===== config.mk =====
export PLATFORM = sky130hd
export DESIGN_NAME = orc_ram
export DESIGN_NICKNAME = d
export VERILOG_FILES = /design/src/design/orc_ram.sv
export SDC_FILE = /design/constraint.sdc
export NUM_CORES = 1
export LEC_CHECK = 0
export ABC_AREA = 1
export BUFFER_PORTS_ARGS = -buffer_cell sky130_fd_sc_hd__buf_2
export CORE_UTILIZATION = 61
export DETAILED_ROUTE_END_ITERATION = 8
export HOLD_SLACK_MARGIN = 0.03
export PLACE_DENSITY = 0.79
export SLEW_MARGIN = 40
export SYNTH_ARGS = -nofsm -noshare
export SYNTH_HDL_FRONTEND = slang
export SYNTH_SLANG_ARGS = --single-unit

===== constraint.sdc =====
create_clock -name clk -period 1.4 [get_ports clk]
set_input_delay 0.28 -clock clk [delete_from_list [all_inputs] [get_ports clk]]
set_output_delay 0.28 -clock clk [all_outputs]
set_load 0.03 [all_outputs]

===== src/design/orc_ram.sv =====
`default_nettype none

module orc_ram #(
	parameter int WIDTH = 8,
	parameter int DEPTH = 16,
	localparam int AW = (DEPTH > 1) ? $clog2(DEPTH) : 1
) (
	input  wire logic             clk,
	input  wire logic             we,
	input  wire logic [AW-1:0]    waddr,
	input  wire logic [WIDTH-1:0] wdata,
	input  wire logic             re,
	input  wire logic [AW-1:0]    raddr,
	output logic      [WIDTH-1:0] rdata
);

	logic [WIDTH-1:0] mem [DEPTH];

	// One write port, one registered read port
	always_ff @(posedge clk) begin
		if (we) begin
			mem[waddr] <= wdata;
		end
		if (re) begin
			rdata <= mem[raddr];
		end
	end

endmodule

`default_nettype wire


Word level (Yosys, flattened, before mapping). Memory sizes are Yosys's and may differ from the RTL's. A register that Yosys moved wholly into a read port is not among the register bits. Index checks and enable logic that the tools add are counted.

Register bits: 0. Memory bits (writable): 128. Input bits: 19. Logic and storage cells: 3. Memories kept: 1.

Muxes and demuxes: 2.

Memory list: mem (words 16, bits a word 8, rd ports 1, clocked after Yosys merged registers in 1, wr ports 1, RTL line 17) `logic [WIDTH-1:0] mem [DEPTH];`.

Operators by type and width (number): $mux 1 (2).

Logic depth before layout (Yosys ltp). Gate-level depths: netlist of run 1.

Word-level depth: 2. Depth in mapped cells: 8.

Least setup slack after synthesis of run 1. No wires, ideal clock.

Path kind: input port to flip-flop. Start point: in waddr[2]. End point: mem mem[10][0], enable pin. Setup time: 0.370 ns. Arrival time: 0.861 ns. Setup slack: 0.169 ns. Stages on the path: 2. Path buffers: 0. Path through: nand3b_1 nor2_1.

RTL lines: from (decl) (RTL line 10) `input wire logic [AW-1:0] waddr,`; to (decl) (RTL line 17).

Straight into the memory's write port.

Worst setup path after layout of run 1.
Start point: reg rdata[1], read port of mem. End point: out rdata[1].

RTL lines: from (decl) (RTL line 14) `output logic [WIDTH-1:0] rdata`.

No word-level cell between the ends.

==> results of run 1 <==
## cell type report
type / instances / area [µm²] / area share, %
clock inverters: 13 / 195 / 2.84
repair buffers: 54 / 422 / 6.13
well taps: 129 / 161 / 2.35
clock buffers: 19 / 422 / 6.13
inverters: 102 / 383 / 5.56
multi-input cells: 289 / 1210 / 17.6
flip-flops and latches: 136 / 4080 / 59.4
## stage by stage
step / worst slack [ns] / utilization, % / power (mW) / std cells
final: -0.0104 / 74.1 / 9.90 / 742
after global routing: -0.0279 / 74.1 / 10.1 / 742
after CTS: -0.0229 / 74.0 / 9.89 / 742
after detailed placement: -0.110 / 67.1 / 5.31 / 710
after global placement: -0.0823 / 67.1 / 5.29 / 710
after floorplan: 0.169 / - / 5.05 / 551
## cells by family after synthesis
| family | synth area share, % |
|---|---|
| flip-flops | 69.8 |
| AND/OR/NAND/NOR | 20.8 |
| buffers and inverters | 9.39 |
## path summary, 6_finish.rpt
kind / startpoint / endpoint / slack [ns] / depth (start not counted)
worst max-delay path: rdata[1] / rdata[1] / -0.01 / 1
worst max register to register: mem[13][4] / rdata[4] / 0.16 / 6
worst min-delay path: re / rdata[4] / 0.14 / 1
worst min register to register: mem[10][6] / rdata[6] / 0.77 / 6
## cell usage in the layout, fill, tap and decap left out, types with 4 or more instances in the layout
cell | synthesis | routed
clkbuf_16 | 0 | 16
buf_4 | 4 | 24
inv_1 | 100 | 100
edfxtp_1 | 136 | 136
nor2_1 | 17 | 17
buf_6 | 6 | 5
nand2_1 | 173 | 173
buf_2 | 13 | 21
nand3_1 | 97 | 97
buf_12 | 0 | 4
bufinv_16 | 0 | 4
## state kept, by name, indices dropped and copies added, names as in the netlist
signal	count
rdata	8
mem	128
## layer usage
layer / track usage (%) / share of wire, %
met1: 42.0 / 38
met5: 0 / 0
met3: 6.69 / 12
met2: 47.2 / 46
met4: 16.3 / 3.9
## power groups by stage
stage | registers [mW] | clock network (mW) | logic (mW)
6_report | 4.62 | 4.63 | 0.652
5_1_grt | 4.63 | 4.78 | 0.700
4_1_cts | 4.62 | 4.63 | 0.636
3_5_place_dp | 4.70 | 0 | 0.611
3_3_place_gp | 4.70 | 0 | 0.591
2_1_floorplan | 4.73 | 0 | 0.322
==> impl_metrics.json, run 1 <==
{
  "outcome": "complete, but fails checks",
  "violations": "setup timing",
  "maxCapViolCount": 0,
  "syn-cell-area_mm2": 0.00585,
  "synth_most_common_cell": "nand2_1",
  "tns_ns": -0.0104,
  "p_leak_nw": 2.99,
  "die_w_um": 99.9,
  "power_switching_mw": 2.20,
  "drt-total-wl_um": 14100,
  "cp_cell_sequence": "buf_6",
  "synth_top_area_share_pct": 69.8,
  "antenna_found_initial": 0,
  "synth_area_per_cell_um2": 10.6,
  "synth_fp_nets": 570,
  "vias": 4122,
  "ctsHtreeMaxLevel": 4,
  "synth_seq_area_share_pct": 69.8,
  "cts_tree": "yes",
  "die_y_um": 99.9,
  "clk_latency_ns": 0.53,
  "ios": 27,
  "comb_power_share_pct": 6.6,
  "drcViolationCount": 0,
  "slowest_stage": "edfxtp_1",
  "viasPerCell": 5.56,
  "port_buffers": 26,
  "clock_sinks": 136,
  "setup_viol": 1,
  "grt_pass1_wl_um": 21800,
  "clk_path_buf_depth": 2,
  "fp.dieArea_mm2": 0.00998,
  "synth_ff_type": "edfxtp_1",
  "worst-path-max-fanout": 1,
  "path_buf_inv": 1,
  "drtPass1Iterations": 7,
  "maxSlewHeadroom_pct": 60.1,
  "synth-async-reset-ratio_pct": 0,
  "ys_ff_latch": 136,
  "fmax_mhz": 709,
  "overflow": 0,
  "cts_buffers": 17,
  "arrival_ns": 1.13,
  "cp_slowest_stage_delay_ns": 0.44,
  "grt_max_degree": 33,
  "cp-end-kind": "output pin",
  "clk_pin_slew_ns": 0.07,
  "drive_gt1_share_pct": 14.0,
  "synth_largest_area_cell": "edfxtp_1",
  "synth.distinct_cells": 11,
  "hold_slack_ns": 0.144,
  "post_cts_buffers": 0,
  "cts-resized-gates": 6,
  "finalCritPeriodShare_pct": 101,
  "p_int_mw": 7.70,
  "synth-edff-count": 136,
  "place_area_mm2": 0.00623,
  "finalClockSkew_ns": 0.00844,
  "grt_usage_pct": 30.8,
  "n_antenna_cell": 0,
  "num_rows": 35,
  "clkPwrFrac_pct": 46.8,
  "p_per_area_mw_per_mm2": 1440,
  "ir_drop_mv": 1.00,
  "ys_warn_count": 0,
  "drt_iter0_markers": 655,
  "finalMaxSlewViolations": 0,
  "fp.coreArea_mm2": 0.00928,
  "synthesis.instances": 551,
  "synth_top_cells_by_area": "edfxtp_1, nand2_1, nand3_1",
  "crit_family": "flip-flops",
  "antenna_left": 0,
  "detailed_place_hpwl_um": 8190,
  "final_nets": 619,
  "cts_root_buf": "clkbuf_8",
  "cts_hold_buf": 0,
  "rsz0062_at_grt": "true",
  "fin_area_mm2": 0.00688,
  "start_util_pct": 63.0,
  "wl_per_cell_um": 19.0,
  "final.setup.worst_slack_ns": -0.0104,
  "worstSetupStartpointType": "register",
  "n_fill_cell": 587,
  "finalHoldViolCount": 0,
  "crit_required_ns": 1.12,
  "seqPwrFrac_pct": 46.6,
  "first_global_vias": 3961,
  "gp_congestion": 0.899,
  "synthTopCellsByCount": "nand2_1, edfxtp_1, inv_1, nand3_1, nor2_1",
  "fin_crit_ns": 1.41,
  "worst_slew_pin_slew_ns": 0.597,
  "hp-class": "primary input to register",
  "swShare_pct": 22.2,
  "area_growth_pct": 17.7,
  "path_class": "register to output pin"
}
Power figures use the tool's default switching activity.
==> inputs of run 2 (changes only) <==
--- a/config.mk
+++ b/config.mk
@@ -5,12 +5,13 @@
 export SDC_FILE = /design/constraint.sdc
 export NUM_CORES = 1
 export LEC_CHECK = 0
-export ABC_AREA = 1
 export BUFFER_PORTS_ARGS = -buffer_cell sky130_fd_sc_hd__buf_2
-export CORE_UTILIZATION = 61
+export CORE_UTILIZATION = 60
 export DETAILED_ROUTE_END_ITERATION = 8
+export GPL_TIMING_DRIVEN = 0
 export HOLD_SLACK_MARGIN = 0.03
-export PLACE_DENSITY = 0.79
+export PLACE_DENSITY = 0.78
+export SKIP_LAST_GASP = 1
 export SLEW_MARGIN = 40
 export SYNTH_ARGS = -nofsm -noshare
 export SYNTH_HDL_FRONTEND = slang
==> run 2 against run 1 <==
The run still ends with setup timing left. Total power grew 0.13%. Clock skew grew 0.0039 ns. Sequential cell count did not move. Worst hold slack worse by 0.038 ns. Clock power is 3% higher. Combinational power is 20% lower. Utilization up 0.36 points. Highest routed layer unchanged.
==> impl_metrics.json, run 2 <==
{
  "outcome": "complete, but fails checks",
  "violations": "setup timing",
  "p_leak_nw": 2.03,
  "synth_seq_area_share_pct": 78.1,
  "mostFrequentLayoutCell": "edfxtp_1",
  "drtPass1Iterations": 7,
  "hp-class": "primary input to register",
  "p_per_area_mw_per_mm2": 1600,
  "post-route-util_pct": 74.5,
  "synth_top_area_share_pct": 78.1,
  "n_fill_cell": 439,
  "grt_usage_pct": 25.2,
  "finalHoldViolCount": 0,
  "ys_warn_count": 0,
  "r2r_cells": 3,
  "fp.dieArea_mm2": 0.00909,
  "antenna_found_initial": 0,
  "first_global_vias": 2503,
  "p_int_mw": 7.88,
  "endpoint": "rdata[5]",
  "synth-edff-count": 136,
  "cts_root_buf": "clkbuf_8",
  "overflow": 0,
  "cts_buffers": 17,
  "maxCapViolCount": 0,
  "synth-async-reset-ratio_pct": 0,
  "largest_reg_flops": 128,
  "reg2reg_to": "rdata[5]",
  "synth-compound-area-share_pct": 2.30,
  "synthTopCellsByCount": "edfxtp_1, mux4_2, a22oi_1, mux4_1, nor2_1",
  "swShare_pct": 20.6,
  "num_rows": 33,
  "multi_input_area_mm2": 0.00110,
  "rsz0062_at_grt": "true",
  "synth_area_per_cell_um2": 22.8,
  "die_w_um": 95.3,
  "crit_required_ns": 1.66,
  "drt_iter0_markers": 364,
  "ys_ff_latch": 136,
  "numPlacedInstances": 359,
  "worst-path-max-fanout": 1,
  "comb_power_share_pct": 5.3,
  "drive_gt1_share_pct": 41.3,
  "synth_top_family_by_area": "multiplexers",
  "port_buffers": 25,
  "viasPerCell": 6.42,
  "synth-xor-area-share_pct": 0,
  "synth_fp_nets": 248,
  "finalMaxSlewViolations": 0,
  "r2r_start": "mem[3][5]",
  "synthSimpleGateAreaFrac_pct": 3.14,
  "clkPwrFrac_pct": 48.2,
  "fmax_mhz": 682,
  "grt_max_degree": 17,
  "syn-cell-area_mm2": 0.00523,
  "maxSlewHeadroom_pct": 47.1,
  "seqPwrFrac_pct": 46.5,
  "synth.distinct_cells": 18,
  "detailed_place_hpwl_um": 6070,
  "gp_congestion": 0.738,
  "reg2reg_slack_ns": -0.07,
  "area_growth_pct": 18.8,
  "die_y_um": 95.3,
  "cts_hold_buf": 0,
  "synth_ff_type": "edfxtp_1",
  "synthesis.instances": 229,
  "fp.coreArea_mm2": 0.00834,
  "antenna_left": 0,
  "drt-total-wl_um": 10300,
  "final.setup.worst_slack_ns": -0.0671,
  "final_nets": 292,
  "worstSetupStartpointType": "register",
  "path_class": "register to register",
  "clk_path_buf_depth": 2,
  "reg.largest.list": "mem (128), rdata (8)",
  "power_switching_mw": 2.04,
  "fin_crit_ns": 1.47,
  "crit_start": "mem[3][5]",
  "drcViolationCount": 0,
  "wl_per_cell_um": 26.3,
  "synth_largest_area_cell": "edfxtp_1",
  "worst_slew_pin_slew_ns": 0.791,
  "register_area_mm2": 0.00408,
  "vias": 2512,
  "arrival_ns": 1.73,
  "synthMuxAreaShare_pct": 14.8,
  "n_antenna_cell": 0,
  "final_cells": 391,
  "finalCritPeriodShare_pct": 105,
  "synth_most_common_cell": "edfxtp_1",
  "clk_pin_slew_ns": 0.07,
  "final_cell_mix": "edfxtp_1, mux4_2, buf_2",
  "top_register": "mem",
  "synth_adder_area_share_pct": 0,
  "clk_latency_ns": 0.52,
  "cts_tree": "yes",
  "grt_pass1_wl_um": 14900,
  "setup_viol": 6,
  "finalClockSkew_ns": 0.0123,
  "synth_top_cells_by_area": "edfxtp_1, mux4_2, mux4_1",
  "ctsHtreeMaxLevel": 4,
  "ir_drop_mv": 1.11,
  "start_util_pct": 62.7,
  "clock_sinks": 136,
  "ios": 27,
  "cp-end-kind": "register"
}
[run 2: changes by cell type in the layout (fill, tap and decap cells not counted), moves of 11 or more]
cell / change
buf_4: -23
inv_1: -100
a22oi_2: +11
nand2_1: -164
mux4_2: +31
nand3_1: -96
[run 2: layer usage]
layer  vias to the layer above  GRT usage, %  share of wire [%]
met4                         0          10.2                1.4
li1                       1060             -                  -
met5                         -             0                  0
met3                        14          5.82                8.0
met1                      1275          35.4                 41
met2                       163          38.6                 50
[run 2: layout make-up]
cell class                      instances  area share [%]
Multi-Input combinational cell         83            17.7
Tap cell                              105            2.12
Clock inverter                         15            3.63
Sequential cell                       136            65.8
Clock buffer                           17            6.67
Timing Repair Buffer                   25            2.16
Buffer                                 10            1.93
[run 2: power by group through the flow]
stage	registers [mW]	clock network, mW	logic, mW
floorplan	4.73	0	0.254
global placement	4.69	0	0.472
detailed placement	4.70	0	0.490
CTS	4.61	4.80	0.508
global route	4.62	4.96	0.556
finish	4.61	4.78	0.524
[run 2: worst min-delay path by stage]
| stage | startpoint | endpoint | slack, ns | cells after the start |
|---|---|---|---|---|
| floorplan | wdata[0] | mem[0][0] | 0.38 | 0 |
| global placement | re | rdata[0] | 0.61 | 1 |
| detailed placement | re | rdata[5] | 0.63 | 1 |
| CTS | re | rdata[5] | 0.1 | 1 |
| global route | re | rdata[5] | 0.10 | 1 |
| finish | re | rdata[5] | 0.11 | 1 |
[run 2: cell families after synthesis]
kind of cell | count (synthesis)
mux | 32
buf+inv | 10
compound gates | 16
simple gates | 35
flops | 136
[run 2: worst max-delay path, stage by stage (launching register included)]
cell and delay [ns]:
edfxtp_1 0.38, mux4_2 0.51, a22oi_2 0.22, nand2_1 0.10
[run 2: metrics by stage]
stage / setup TNS, ns / power, mW / setup slack (ns) / hold WS [ns] / cell area (µm²)
after floorplan: -0.677 / 4.99 / -0.0990 / 0.379 / 5260
after global placement: -35.88 / 5.16 / -0.480 / 0.612 / 5510
after detailed placement: -36.15 / 5.19 / -0.387 / 0.632 / 5520
after CTS: -0.509 / 9.92 / -0.0894 / 0.0993 / 6180
after global routing: -0.415 / 10.1 / -0.0899 / 0.100 / 6210
final: -0.157 / 9.91 / -0.0671 / 0.106 / 6210
[run 2: repair_timing]
item / in CTS / in global routing
gates resized for setup: 6 / 13
setup buffers: 0 / 0
pin swaps: 0 / 6
endpoints found under the setup margin: 8 / 10
